===== config.mk =====
export PLATFORM = sky130hd
export DESIGN_NAME = schrage_job_scheduler
export DESIGN_NICKNAME = d
export VERILOG_FILES = /design/src/sv/sjs_pkg.sv /design/src/sv/sjs_ram.sv /design/src/sv/sjs_datapath.sv /design/src/sv/sjs_ctrl.sv /design/src/sv/schrage_job_scheduler.sv
export SDC_FILE = /design/constraint.sdc
export NUM_CORES = 2
export LEC_CHECK = 0
export BUFFER_PORTS_ARGS = -buffer_cell sky130_fd_sc_hd__buf_2
export CAP_MARGIN = 40
export CORE_ASPECT_RATIO = 0.75
export CORE_UTILIZATION = 40
export CTS_BUF_LIST = sky130_fd_sc_hd__clkbuf_8 sky130_fd_sc_hd__clkbuf_16
export CTS_CLUSTER_DIAMETER = 200
export CTS_CLUSTER_SIZE = 16
export DETAILED_ROUTE_END_ITERATION = 8
export PLACE_DENSITY_LB_ADDON = 0.12
export SETUP_SLACK_MARGIN = 0.02
export SLEW_MARGIN = 20
export SYNTH_ARGS = -nofsm -noshare
export SYNTH_HDL_FRONTEND = slang
export SYNTH_SLANG_ARGS = --single-unit

===== constraint.sdc =====
create_clock -name clock -period 5.1 [get_ports clock]
set_input_delay 1.275 -clock clock [delete_from_list [all_inputs] [get_ports clock]]
set_output_delay 1.275 -clock clock [all_outputs]
set_load 0.05 [all_outputs]

===== src/sv/sjs_pkg.sv =====
// Package for the job scheduler: field widths, defaults and the
// command/status structs between controller and datapath. No dependencies.
package sjs_pkg;

   localparam int MAX_JOBS_DEF = 64;
   localparam int REL_W        = 16;
   localparam int PROC_W       = 16;
   localparam int DEL_W        = 15;
   localparam int TIME_W       = 23;
   localparam int IDX_W        = 6;

   typedef struct packed {
      logic load;
      logic clear;
      logic start_e;
      logic start_u;
      logic release_job;
      logic jump;
      logic commit_t;
      logic commit_cd;
      logic out_pre;
   } cmd_type;

   typedef struct packed {
      logic scan_last;
      logic found;
      logic due;
      logic ready_any;
      logic all_done;
      logic pre;
   } status_type;

endpackage


===== src/sv/sjs_ram.sv =====
// Generic single-port-write, single-port-read RAM with registered read.
// No dependencies.
module sjs_ram #(
   parameter int WIDTH = 8,
   parameter int DEPTH = 64
) (
   input  logic                     clock,
   input  logic                     wr_en,
   input  logic [$clog2(DEPTH)-1:0] wr_addr,
   input  logic [WIDTH-1:0]         wr_data,
   input  logic [$clog2(DEPTH)-1:0] rd_addr,
   output logic [WIDTH-1:0]         rd_data
);

   logic [WIDTH-1:0] mem [DEPTH];

   always_ff @(posedge clock) begin
      if (wr_en) begin
         mem[wr_addr] <= wr_data;
      end
      rd_data <= mem[rd_addr];
   end

endmodule


===== src/sv/sjs_datapath.sv =====
// Scheduler datapath: job stores, masks, clock, scan unit and result word.
// Depends on sjs_pkg and sjs_ram.
module sjs_datapath #(
   parameter int MAX_JOBS = sjs_pkg::MAX_JOBS_DEF
) (
   input  logic                         clock,
   input  logic                         reset,
   input  logic                         csr_wr_en,
   input  logic                         csr_wr_data,
   input  logic [sjs_pkg::REL_W-1:0]    req_release_time,
   input  logic [sjs_pkg::PROC_W-1:0]   req_processing_time,
   input  logic [sjs_pkg::DEL_W-1:0]    req_delivery_time,
   input  sjs_pkg::cmd_type             cmd,
   output sjs_pkg::status_type          status,
   output logic [sjs_pkg::IDX_W-1:0]    rsp_job_index,
   output logic [sjs_pkg::TIME_W-1:0]   rsp_completion_time,
   output logic [sjs_pkg::TIME_W-1:0]   rsp_completion_plus_delivery,
   output logic [sjs_pkg::TIME_W-1:0]   rsp_cmax_so_far,
   output logic                         rsp_last_result
);

   localparam int IW  = $clog2(MAX_JOBS);
   localparam int CW  = $clog2(MAX_JOBS + 1);
   localparam int RW  = sjs_pkg::REL_W;
   localparam int DW  = sjs_pkg::DEL_W;
   localparam int TW  = sjs_pkg::TIME_W;

   logic              pre_ff;
   logic [CW-1:0]     count_ff, count_in;
   logic [MAX_JOBS-1:0] released_ff, released_in, done_ff, done_in, all_mask;
   logic [TW-1:0]     t_ff, t_in, max_ff, max_in;
   logic [IW-1:0]     run_idx_ff, run_idx_in;
   logic [DW-1:0]     run_del_ff, run_del_in;
   logic              run_vld_ff, run_vld_in;

   logic              active_ff, active_in, kind_ff, kind_in;
   logic [IW-1:0]     addr_ff, addr_in, idx_d_ff;
   logic              vld_d_ff;
   logic              best_vld_ff, best_vld_in;
   logic [IW-1:0]     best_idx_ff, best_idx_in;
   logic [RW-1:0]     best_rel_ff, best_rel_in;
   logic [DW-1:0]     best_del_ff, best_del_in;

   logic [RW+DW-1:0]  key_rd;
   logic [RW-1:0]     rd_rel;
   logic [DW-1:0]     rd_del;
   logic [sjs_pkg::PROC_W-1:0] rem_rd, rem_wr_data;
   logic              rem_wr_en, full, preempt, preempt_wr, cand, last_idx;
   logic [IW-1:0]     rem_wr_addr;
   logic [TW-1:0]     rem_full, t_plus, cd_sum, cmax_next;

   assign full = (count_ff == CW'(MAX_JOBS));

   always_comb begin
      for (int i = 0; i < MAX_JOBS; i++) begin
         all_mask[i] = (CW'(i) < count_ff);
      end
   end

   sjs_ram #(.WIDTH(RW + DW), .DEPTH(MAX_JOBS)) u_key_ram (
      .clock   (clock),
      .wr_en   (cmd.load & ~full),
      .wr_addr (count_ff[IW-1:0]),
      .wr_data ({req_release_time, req_delivery_time}),
      .rd_addr (addr_ff),
      .rd_data (key_rd)
   );

   // Remaining time: filled at load, rewritten when a run is interrupted.
   assign rem_full    = t_ff - TW'(best_rel_ff);
   assign preempt     = cmd.release_job & pre_ff & run_vld_ff & (best_del_ff > run_del_ff);
   assign preempt_wr  = preempt & (rem_full != '0);
   assign rem_wr_en   = (cmd.load & ~full) | preempt_wr;
   assign rem_wr_addr = cmd.load ? count_ff[IW-1:0] : run_idx_ff;
   assign rem_wr_data = cmd.load ? req_processing_time : rem_full[sjs_pkg::PROC_W-1:0];

   sjs_ram #(.WIDTH(sjs_pkg::PROC_W), .DEPTH(MAX_JOBS)) u_rem_ram (
      .clock   (clock),
      .wr_en   (rem_wr_en),
      .wr_addr (rem_wr_addr),
      .wr_data (rem_wr_data),
      .rd_addr (best_idx_ff),
      .rd_data (rem_rd)
   );

   assign rd_rel   = key_rd[RW+DW-1:DW];
   assign rd_del   = key_rd[DW-1:0];
   assign last_idx = (CW'(idx_d_ff) == count_ff - CW'(1));
   assign t_plus   = t_ff + TW'(rem_rd);
   assign cd_sum   = t_ff + TW'(best_del_ff);
   assign cmax_next = (cd_sum > max_ff) ? cd_sum : max_ff;

   // Scan unit: address counter, read data paired with a delayed index, running best.
   always_comb begin
      active_in   = active_ff;
      addr_in     = addr_ff;
      kind_in     = kind_ff;
      best_vld_in = best_vld_ff;
      best_idx_in = best_idx_ff;
      best_rel_in = best_rel_ff;
      best_del_in = best_del_ff;
      cand        = kind_ff ? (released_ff[idx_d_ff] & ~done_ff[idx_d_ff])
                            : ~released_ff[idx_d_ff];
      if (vld_d_ff && cand) begin
         if (!best_vld_ff || (kind_ff ? (rd_del > best_del_ff) : (rd_rel < best_rel_ff))) begin
            best_vld_in = 1'b1;
            best_idx_in = idx_d_ff;
            best_rel_in = rd_rel;
            best_del_in = rd_del;
         end
      end
      if (cmd.start_e || cmd.start_u) begin
         active_in   = 1'b1;
         addr_in     = '0;
         kind_in     = cmd.start_u;
         best_vld_in = 1'b0;
      end else if (active_ff) begin
         if (CW'(addr_ff) == count_ff - CW'(1)) begin
            active_in = 1'b0;
         end else begin
            addr_in = addr_ff + 1'b1;
         end
      end
   end

   always_comb begin
      released_in = released_ff;
      done_in     = done_ff;
      count_in    = count_ff;
      t_in        = t_ff;
      max_in      = max_ff;
      run_idx_in  = run_idx_ff;
      run_del_in  = run_del_ff;
      run_vld_in  = run_vld_ff;
      if (cmd.clear) begin
         released_in = '0;
         done_in     = '0;
         count_in    = '0;
         t_in        = '0;
         max_in      = '0;
         run_vld_in  = 1'b0;
      end else begin
         if (cmd.load && !full) begin
            count_in = count_ff + 1'b1;
         end
         if (cmd.release_job) begin
            released_in[best_idx_ff] = 1'b1;
            if (preempt) begin
               t_in = TW'(best_rel_ff);
            end
            if (preempt_wr) begin
               done_in[run_idx_ff] = 1'b0;
            end
         end
         if (cmd.jump) begin
            t_in = TW'(best_rel_ff);
         end
         if (cmd.commit_t) begin
            done_in[best_idx_ff] = 1'b1;
            t_in       = t_plus;
            run_idx_in = best_idx_ff;
            run_del_in = best_del_ff;
            run_vld_in = 1'b1;
         end
         if (cmd.commit_cd) begin
            max_in = cmax_next;
         end
      end
   end

   always_ff @(posedge clock) begin
      if (reset) begin
         pre_ff      <= 1'b0;
         count_ff    <= '0;
         released_ff <= '0;
         done_ff     <= '0;
         t_ff        <= '0;
         max_ff      <= '0;
         run_vld_ff  <= 1'b0;
         active_ff   <= 1'b0;
         vld_d_ff    <= 1'b0;
         best_vld_ff <= 1'b0;
      end else begin
         if (csr_wr_en) begin
            pre_ff <= csr_wr_data;
         end
         count_ff    <= count_in;
         released_ff <= released_in;
         done_ff     <= done_in;
         t_ff        <= t_in;
         max_ff      <= max_in;
         run_vld_ff  <= run_vld_in;
         active_ff   <= active_in;
         vld_d_ff    <= active_ff;
         best_vld_ff <= best_vld_in;
      end
   end

   always_ff @(posedge clock) begin
      run_idx_ff  <= run_idx_in;
      run_del_ff  <= run_del_in;
      addr_ff     <= addr_in;
      kind_ff     <= kind_in;
      idx_d_ff    <= addr_ff;
      best_idx_ff <= best_idx_in;
      best_rel_ff <= best_rel_in;
      best_del_ff <= best_del_in;
      if (cmd.commit_cd) begin
         rsp_job_index                <= sjs_pkg::IDX_W'(best_idx_ff);
         rsp_completion_time          <= t_ff;
         rsp_completion_plus_delivery <= cd_sum;
         rsp_cmax_so_far              <= cmax_next;
         rsp_last_result              <= (done_ff == all_mask);
      end else if (cmd.out_pre) begin
         rsp_job_index                <= '0;
         rsp_completion_time          <= '0;
         rsp_completion_plus_delivery <= '0;
         rsp_cmax_so_far              <= max_ff;
         rsp_last_result              <= 1'b1;
      end
   end

   assign status.scan_last = vld_d_ff & last_idx;
   assign status.found     = best_vld_ff;
   assign status.due       = (TW'(best_rel_ff) <= t_ff);
   assign status.ready_any = |(released_ff & ~done_ff);
   assign status.all_done  = (done_ff == all_mask);
   assign status.pre       = pre_ff;

`ifndef NO_ASSERTIONS
   a_released_in_set: assert property (@(posedge clock) disable iff (reset)
      (released_ff & ~all_mask) == '0)
      else $error("released job beyond stored set");
   a_done_released: assert property (@(posedge clock) disable iff (reset)
      (done_ff & ~released_ff) == '0)
      else $error("finished job never released");
   a_commit_has_pick: assert property (@(posedge clock) disable iff (reset)
      cmd.commit_t |-> best_vld_ff)
      else $error("job committed without a scan pick");
`endif

endmodule


===== src/sv/sjs_ctrl.sv =====
// Scheduler controller: load, release sweep, pick, commit and emit sequence.
// Depends on sjs_pkg.
module sjs_ctrl (
   input  logic                 clock,
   input  logic                 reset,
   input  logic                 req_valid,
   input  logic                 req_last_job,
   output logic                 req_stall,
   output logic                 rsp_valid,
   input  logic                 rsp_stall,
   input  sjs_pkg::status_type  status,
   output sjs_pkg::cmd_type     cmd
);

   typedef enum logic [3:0] {
      S_LOAD, S_TOP, S_SCAN_E, S_EVAL_E, S_SCAN_U,
      S_WAIT_REM, S_ADD_T, S_ADD_CD, S_EMIT, S_FIN_EMIT
   } state_type;

   state_type state_ff, state_in;
   logic      rsp_valid_ff, rsp_valid_in;

   always_comb begin
      cmd          = '0;
      state_in     = state_ff;
      rsp_valid_in = rsp_valid_ff;
      case (state_ff)
         S_LOAD: begin
            if (req_valid) begin
               cmd.load = 1'b1;
               if (req_last_job) state_in = S_TOP;
            end
         end
         S_TOP: begin
            if (status.all_done) begin
               if (status.pre) begin
                  cmd.out_pre  = 1'b1;
                  rsp_valid_in = 1'b1;
                  state_in     = S_FIN_EMIT;
               end else begin
                  cmd.clear = 1'b1;
                  state_in  = S_LOAD;
               end
            end else begin
               cmd.start_e = 1'b1;
               state_in    = S_SCAN_E;
            end
         end
         S_SCAN_E: begin
            if (status.scan_last) state_in = S_EVAL_E;
         end
         S_EVAL_E: begin
            if (status.found && status.due) begin
               cmd.release_job = 1'b1;
               cmd.start_e     = 1'b1;
               state_in        = S_SCAN_E;
            end else if (status.ready_any) begin
               cmd.start_u = 1'b1;
               state_in    = S_SCAN_U;
            end else begin
               // nothing ready: jump to the next release and start over
               cmd.jump = status.found;
               state_in = S_TOP;
            end
         end
         S_SCAN_U: begin
            if (status.scan_last) state_in = S_WAIT_REM;
         end
         S_WAIT_REM: begin
            state_in = S_ADD_T;
         end
         S_ADD_T: begin
            cmd.commit_t = 1'b1;
            state_in     = S_ADD_CD;
         end
         S_ADD_CD: begin
            cmd.commit_cd = 1'b1;
            if (status.pre) begin
               state_in = S_TOP;
            end else begin
               rsp_valid_in = 1'b1;
               state_in     = S_EMIT;
            end
         end
         S_EMIT: begin
            if (!rsp_stall) begin
               rsp_valid_in = 1'b0;
               state_in     = S_TOP;
            end
         end
         S_FIN_EMIT: begin
            if (!rsp_stall) begin
               rsp_valid_in = 1'b0;
               cmd.clear    = 1'b1;
               state_in     = S_LOAD;
            end
         end
         default: begin
            state_in     = S_LOAD;
            rsp_valid_in = 1'b0;
         end
      endcase
   end

   always_ff @(posedge clock) begin
      if (reset) begin
         state_ff     <= S_LOAD;
         rsp_valid_ff <= 1'b0;
      end else begin
         state_ff     <= state_in;
         rsp_valid_ff <= rsp_valid_in;
      end
   end

   assign req_stall = (state_ff != S_LOAD);
   assign rsp_valid = rsp_valid_ff;

endmodule


===== src/sv/schrage_job_scheduler.sv =====
// Schrage-rule job scheduler; loading takes one word per cycle, then a run.
// Each step scans the n stored jobs and then decides: release a due job,
// jump an idle clock to the next release, or pick and commit a job, which
// holds its result word until taken (no word per pick in preemptive mode).
// Reset is synchronous: job set, masks, clock and mode clear; no RAM clear.
// Depends on sjs_pkg, sjs_ctrl, sjs_datapath and sjs_ram.
module schrage_job_scheduler #(
   parameter int MAX_JOBS = sjs_pkg::MAX_JOBS_DEF
) (
   input  logic                         clock,
   input  logic                         reset,
   input  logic                         csr_wr_en,
   input  logic                         csr_wr_data,
   input  logic                         req_valid,
   output logic                         req_stall,
   input  logic [sjs_pkg::REL_W-1:0]    req_release_time,
   input  logic [sjs_pkg::PROC_W-1:0]   req_processing_time,
   input  logic [sjs_pkg::DEL_W-1:0]    req_delivery_time,
   input  logic                         req_last_job,
   output logic                         rsp_valid,
   input  logic                         rsp_stall,
   output logic [sjs_pkg::IDX_W-1:0]    rsp_job_index,
   output logic [sjs_pkg::TIME_W-1:0]   rsp_completion_time,
   output logic [sjs_pkg::TIME_W-1:0]   rsp_completion_plus_delivery,
   output logic [sjs_pkg::TIME_W-1:0]   rsp_cmax_so_far,
   output logic                         rsp_last_result
);

   sjs_pkg::cmd_type    cmd;
   sjs_pkg::status_type status;

   sjs_ctrl u_ctrl (
      .clock        (clock),
      .reset        (reset),
      .req_valid    (req_valid),
      .req_last_job (req_last_job),
      .req_stall    (req_stall),
      .rsp_valid    (rsp_valid),
      .rsp_stall    (rsp_stall),
      .status       (status),
      .cmd          (cmd)
   );

   sjs_datapath #(.MAX_JOBS(MAX_JOBS)) u_dp (
      .clock                        (clock),
      .reset                        (reset),
      .csr_wr_en                    (csr_wr_en),
      .csr_wr_data                  (csr_wr_data),
      .req_release_time             (req_release_time),
      .req_processing_time          (req_processing_time),
      .req_delivery_time            (req_delivery_time),
      .cmd                          (cmd),
      .status                       (status),
      .rsp_job_index                (rsp_job_index),
      .rsp_completion_time          (rsp_completion_time),
      .rsp_completion_plus_delivery (rsp_completion_plus_delivery),
      .rsp_cmax_so_far              (rsp_cmax_so_far),
      .rsp_last_result              (rsp_last_result)
   );

endmodule


Word-level counts from Yosys, hierarchy flattened
Memories as Yosys holds them, arrays and structs flattened. A register that Yosys moved wholly into a read port is not among the register bits.
Index checks and enable logic that the tools add are counted.
- flip-flop bits (word level): 338
- word-level logic and storage cells: 249
- input port bits: 54
- bits in writable memories: 3008
- memories: 2
- add/subtract/negate cells: 6
- bitwise operators: 20
- $lt $le $gt $ge: 74
- mux-type cells: 73
- equality and inequality tests: 23
- reduce and logical (&&, ||, !) cells: 26
- memories (name ; words ; bits a word ; read ports ; clocked after Yosys merged registers in ; wr ports ; line ; source):
    u_dp.u_key_ram.mem ; 64 ; 31 ; 1 ; 1 ; 1 ; sjs_ram.sv:15 ; logic [WIDTH-1:0] mem [DEPTH];
    u_dp.u_rem_ram.mem ; 64 ; 16 ; 1 ; 1 ; 1 ; sjs_ram.sv:15 ;
- operators by type and width (operator ; count):
    64-bit two-way mux ; 4
    23-bit two-way mux ; 10
    6-bit by 7-bit < comparator with 1-bit output, first input constant ; 32
    64-bit bitwise AND ; 2
    64-bit inverter ; 2
    64-bit OR ; 2
    5-bit by 7-bit < comparator with 1-bit output, first input constant ; 16
    64-bit == test ; 1
    64-bit OR reduction ; 1
    4-bit by 7-bit < comparator with 1-bit output, first input constant ; 8
    4-bit one-hot mux with 10 select lines ; 1
    4-bit two-way mux ; 9
    1-bit two-way mux ; 35
    15-bit > comparator ; 2
    3-bit by 7-bit < comparator with 1-bit output, first input constant ; 4
    23-bit by 15-bit adder with 23-bit output ; 1
    23-bit by 16-bit adder with 23-bit output ; 1
    23-bit > comparator ; 1
    16-bit by 23-bit less-or-equal comparator with 1-bit output ; 1
    23-bit nonzero test ; 1
    23-bit by 16-bit subtractor with 23-bit output ; 1
    6-bit by 7-bit < comparator with 1-bit output, second input constant ; 3
    6-bit two-way mux ; 3
    2-bit inequality test, second input constant ; 9
    35 further kinds ; 72

Logic depth before layout (Yosys ltp)
- depth in word-level cells: 15
- mapped depth: 22
- gate-level depth less buffers: 21

Hierarchy
From an unflattened synthesis, not the netlist that was laid out.
- cells, all modules: 7505
- area total of the unflattened synthesis: 137082.7 um^2
- modules (own cells, without submodules) (module ; sequential area each (um^2) ; cells each ; area each (um^2) ; instances):
    sjs_ram (u_dp.u_key_ram) ; 60197.7 ; 3418 ; 76310.7 ; 1
    sjs_ram (u_dp.u_rem_ram) ; 31069.8 ; 1829 ; 40042.2 ; 1
    sjs_datapath ; 8017.7 ; 2190 ; 20255.7 ; 1
    sjs_ctrl ; 100.1 ; 68 ; 474.2 ; 1

Worst setup path before layout
No wires, ideal clock.
- kind: in2reg
- start point: in req_valid
- end point: mem u_dp.u_rem_ram.mem[0][4] in the netlist's numbering (data pin)
- required time: 4.381 ns
- arrival time: 4.516 ns
- setup time: 0.719 ns
- slack: -0.135 ns
- cell stages on the path: 4
- cells stage by stage: and3_1 -> clkbuf_1 -> clkbuf_1 -> o31ai_1
- cells in the longest elaborated chain, start to end: 3
- ends and longest elaborated chain (what ; line ; source):
    from (decl) ; schrage_job_scheduler.sv:14 ; input logic req_valid,
    1-bit two-way mux ; sjs_ctrl.sv:29 ; if (req_valid) begin
    1-bit two-way mux ; sjs_ctrl.sv:27 ; case (state_ff)
    16-bit two-way mux ; sjs_datapath.sv:75 ; assign rem_wr_data = cmd.load ? req_processing_time : rem_full[sjs_pkg::PROC_W-1:0];
    via u_dp.rem_wr_data (one bit) ; sjs_datapath.sv:47 ; logic [sjs_pkg::PROC_W-1:0] rem_rd, rem_wr_data;
    to (decl) ; sjs_ram.sv:15 ;
The timed path passes the listed nets, and every way through them passes these cells.

Final worst setup path
- start point: reg u_dp.best_del_ff[2]
- end point: reg u_dp.rsp_cmax_so_far[3] in the netlist's numbering (data pin)
- cells in the longest elaborated chain, start to end: 4
- ends and longest elaborated chain (what ; line ; source):
    from (decl) ; sjs_datapath.sv:42 ; logic [DW-1:0] best_del_ff, best_del_in;
    from (signal assigned) ; sjs_datapath.sv:207 ; best_del_ff <= best_del_in;
    23-bit by 15-bit adder with 23-bit output ; sjs_datapath.sv:90 ; assign cd_sum = t_ff + TW'(best_del_ff);
    via u_dp.cd_sum[8] ; sjs_datapath.sv:50 ; logic [TW-1:0] rem_full, t_plus, cd_sum, cmax_next;
    23-bit > comparator ; sjs_datapath.sv:91 ; assign cmax_next = (cd_sum > max_ff) ? cd_sum : max_ff;
    23-bit two-way mux ; sjs_datapath.sv:91 ;
    23-bit two-way mux ; sjs_datapath.sv:208 ; if (cmd.commit_cd) begin
    to (signal assigned) ; sjs_datapath.sv:212 ; rsp_cmax_so_far <= cmax_next;
    to (signal assigned) ; sjs_datapath.sv:218 ; rsp_cmax_so_far <= max_ff;
    to (decl) ; sjs_datapath.sv:18 ; output logic [sjs_pkg::TIME_W-1:0] rsp_cmax_so_far,
The timed path passes the listed nets, and every way through them passes these cells.
A chain may end at the register's enable or synchronous reset.

==> run_results.csv <==
group,metric,value,unit
outcome,run_status,"completed",
clock_tree,clk_root_buffer_cell,"clkbuf_16",
detailed_routing,vias_per_cell,6.15,
run,maxCapViolations,0,
min_path,worst_hold_path_type,"flip-flop to flip-flop",
finish,design.final.nets,7753,
critical_path,r2r-start,"u_dp.best_del_ff[2]$_DFFE_PP_",
sta,timing.setup.tns,0,ns
sta,finClkSkew,0.117,ns
synth,mappedNetlistNets,7339,
floorplanning,boundaryPins,132,
clock_tree,cts_tree,"built",
synth,postSynth.topFlopCell,"edfxtp_1",
synth,synth.yosys.seq_area_share,74.1,%
critical_path,ff_to_ff_path_depth,18,
synth,yosys-top-cells-count,"edfxtp_1 (3,143), mux4_2 (691), a22oi_1 (352)",
min_path,min-delay-start,"u_dp.u_key_ram.rd_data[12]$_DFF_P_",
finish,drive_above_1_share,23.7,%
power,worst_ir_drop_vdd,0.000345,V
power,power_density,399,nW/µm²
global_route,grtUsageTotal,24.4,%
floorplanning,core.rowCount,183,
synth,syn-mean-instance-area,18.7,µm²
synth,postSynth.asyncResetShare,0,%
critical_path,cp_cell_sequence,"ha_1 -> buf_4 -> nor2b_1 -> o21a_1 -> a311o_1 -> buf_4 -> a21o_1 -> a21oi_1 -> xnor2_1 -> ha_1 -> a21oi_1 -> a2bb2oi_1 -> a21oi_1 -> o31a_1 -> o31a_1 -> o31ai_4 -> buf_4 -> mux2_2",
clock_tree,tritoncts.num_buffers,238,
synth,netlist.area_leader.share,70.4,%
critical_path,largest_fanout_on_the_critical_path,8,
sta,period_needed,4.86,ns
placed_design,place.gp.congestion,0.935,
clock_tree,post-cts-setup-buffer-count,0,
critical_path,r2r-end,"u_dp.rsp_cmax_so_far[3]$_DFFE_PP_",
sta,number_of_endpoints_with_negative_hold_slack_in_the_final_report,0,
detailed_routing,ant_nets,0,
critical_path,critPathCaptureType,"flip-flop",
sta,max_clock_freq,206,MHz
sta,grt_setup_unrepaired,"no",
sta,share_of_the_clock_period_used_by_the_worst_path,95.2,%
placed_design,dpl.hpwl,265,mm
synth,synth.ff_latch_count,3393,
synth,synth_area,134000,µm²
critical_path,critical_path.startpoint_type,"flip-flop",
floorplanning,die_w,671,µm
critical_path,required,5.75,ns
critical_path,arrival_worst_endpoint,5.51,ns
detailed_routing,drt-pass1-iter-count,6,
power,p_leak,46.6,nW
detailed_routing,detail_route.wirelength,419,mm
clock_tree,clkSlewWorstSetupHoldPaths,0.08,ns
global_route,first_global_vias,71900,
global_route,global_route_wire_length_before_repair,584,mm
synth,synth.area.top_cells,"edfxtp_1 (70%), mux4_2 (12%), dfxtp_1 (3.7%)",
clock_tree,clk_path_buf_depth,4,
finish,post_layout_nonfiller_instances,12100,
critical_path,critPathMaxStageDelay,0.45,ns
min_path,hold-path-cell-count,0,
synth,ys_types,93,
floorplanning,die_outline_area,338000,µm²
clock_tree,cts_max_level,4,
critical_path,rrSetupSlack,0.24,ns
detailed_routing,dr.first_iter.drc_count,10100,
min_path,hold_end,"u_dp.best_del_ff[12]$_DFFE_PP_",
synth,synth_top_area_cell,"edfxtp_1",
floorplanning,floorplan.initialDensity,40.3,%
placed_design,buffer_ports.inserted,131,
detailed_routing,drc,0,
critical_path,path_class,"flip-flop to flip-flop",
global_route,grt_overflow_total,0,
sta,final_setup_vio_count,0,
detailed_routing,routedWlPerCell,34.6,µm
clock_tree,numClockSinks,3393,
sta,relSlewSlack,38.0,%
placed_design,placed_cells,11800,
synth,synthesis.instances,7162,
global_route,grt_start_max_net_pins,134,
critical_path,cp_slowest_cell,"edfxtp_1",
global_route,antenna_found_initial,37,
synth,synth.most_common_cell,"edfxtp_1",
synth,post_synth_edffs,3143,
sta,finalMaxSlewViolations,0,
detailed_routing,via_count,74500,
synth,synth_warnings,0,
floorplanning,dieHeight,503,µm
finish,area_growth,12.9,%
clock_tree,worstSkewPairLatency,0.95,ns
sta,worstMarginPinSlew,0.928,ns
floorplanning,fp.coreArea,332000,µm²
[metal layers]
layer | up-vias | routed length, µm | GRT usage, %
met5 | - | 41 | 0
met4 | 6 | 9090 | 4.90
met3 | 461 | 36100 | 4.54
met2 | 3366 | 177000 | 34.8
met1 | 40200 | 196000 | 39.0
li1 | 30400 | - | -
[flip-flops by register name, summed over array words and instances, names as in the netlist, 7 cells and up]
signal,flops
u_dp.u_key_ram.rd_data,31
u_dp.t_ff,23
u_dp.best_rel_ff,16
u_dp.u_rem_ram.mem,1024
u_dp.best_del_ff,15
u_dp.rsp_completion_time,23
u_dp.u_key_ram.mem,1984
u_dp.released_ff,64
u_dp.u_rem_ram.rd_data,16
u_dp.run_del_ff,15
u_dp.done_ff,64
u_dp.rsp_cmax_so_far,23
u_dp.count_ff,7
u_dp.max_ff,23
u_dp.rsp_completion_plus_delivery,23
[cell families after synthesis]
group / share of synthesized area, %
AOI/OAI and AO/OA: 6.69
xor gates and xnor gates: 0.549
adders and majority gates: 1.16
buffers and inverters: 1.84
DFF: 74.1
muxes: 12.0
and+or+nand+nor: 3.67
[repair_timing]
item / in CTS / in global routing
pin swaps: 0 / 1
resized for setup: 1 / 4
hold endpoints to repair: 0 / 0
cloned: 0 / 0
endpoints found under the setup margin: 4 / 38
hold buffers: 0 / 0
[final cells by class]
cell class / instances / area [µm²]
well taps: 4440 / 5560
clock inverters: 79 / 420
flip-flops and latches: 3393 / 99400
diodes: 10 / 25.0
inverters: 169 / 637
clock buffers: 238 / 5960
fillers: 28300 / 181000
multi-input cells: 3151 / 33500
repair buffers: 623 / 5980
[stage by stage]
| step | power, mW | instance area (µm²) | setup slack [ns] | util, % | hold WS [ns] |
|---|---|---|---|---|---|
| 5_1_grt | 62.4 | 151000 | 0.0527 | 45.5 | 0.453 |
| 6_report | 60.4 | 151000 | 0.244 | 45.5 | 0.446 |
| 3_3_place_gp | 43.4 | 144000 | 0.0631 | 43.4 | 0.422 |
| 2_1_floorplan | 38.7 | 134000 | 0.0395 | - | 0.329 |
| 3_5_place_dp | 43.6 | 145000 | 0.00564 | 43.6 | 0.430 |
| 4_1_cts | 61.0 | 151000 | 0.103 | 45.5 | 0.449 |
[power breakdown]
part / switching (mW) / total [mW] / internal, mW
registers: 0.473 / 31.5 / 31.0
clock network: 9.28 / 17.6 / 8.32
logic: 6.40 / 11.3 / 4.91
[worst max-delay path: cells and delay by family (launching register included)]
kind                     cells  cell delay, ns
AND/OR/NAND/NOR              1            0.12
AO/OA/AOI/OAI               10            2.22
flip-flops                   1            0.45
adder cells (fa/ha/maj)      2            0.67
multiplexers                 1            0.35
XOR/XNOR                     1            0.25
buffers and inverters        3            0.54
[cells in the final DEF, fill, tap and decap left out, types with 28 or more instances in the layout]
| master | instances |
|---|---|
| buf_2 | 134 |
| a31oi_1 | 142 |
| nor2b_1 | 45 |
| o21ai_0 | 72 |
| a22o_1 | 88 |
| inv_1 | 237 |
| a211oi_1 | 30 |
| mux4_2 | 691 |
| ha_1 | 120 |
| nor2_1 | 201 |
| nand2_1 | 119 |
| nand3_1 | 128 |
| xnor2_1 | 56 |
| xor2_1 | 28 |
| nor2_4 | 65 |
| nand4_1 | 92 |
| dfxtp_1 | 243 |
| clkbuf_16 | 238 |
| a311oi_1 | 70 |
| and2_1 | 49 |
| nor3_1 | 36 |
| edfxtp_1 | 3143 |
| nor4_2 | 67 |
| a21oi_1 | 219 |
| buf_12 | 112 |
| buf_4 | 355 |
| a22oi_1 | 352 |
| a221oi_1 | 101 |
[how the worst max path moves through the flow]
stage | start | end | slack [ns]
2_1_floorplan | req_valid | u_dp.u_rem_ram.mem[0][5]$_DFFE_PP_ | 0.04
3_3_place_gp | u_dp.best_del_ff[0]$_DFFE_PP_ | u_dp.rsp_cmax_so_far[17]$_DFFE_PP_ | 0.06
3_5_place_dp | u_dp.best_del_ff[1]$_DFFE_PP_ | u_dp.rsp_cmax_so_far[18]$_DFFE_PP_ | 0.006
4_1_cts | u_dp.best_del_ff[1]$_DFFE_PP_ | u_dp.rsp_cmax_so_far[18]$_DFFE_PP_ | 0.10
5_1_grt | u_dp.best_del_ff[2]$_DFFE_PP_ | u_dp.max_ff[14]$_SDFFE_PP0P_ | 0.05
6_report | u_dp.best_del_ff[2]$_DFFE_PP_ | u_dp.rsp_cmax_so_far[3]$_DFFE_PP_ | 0.24
Power figures use the tool's default switching activity.
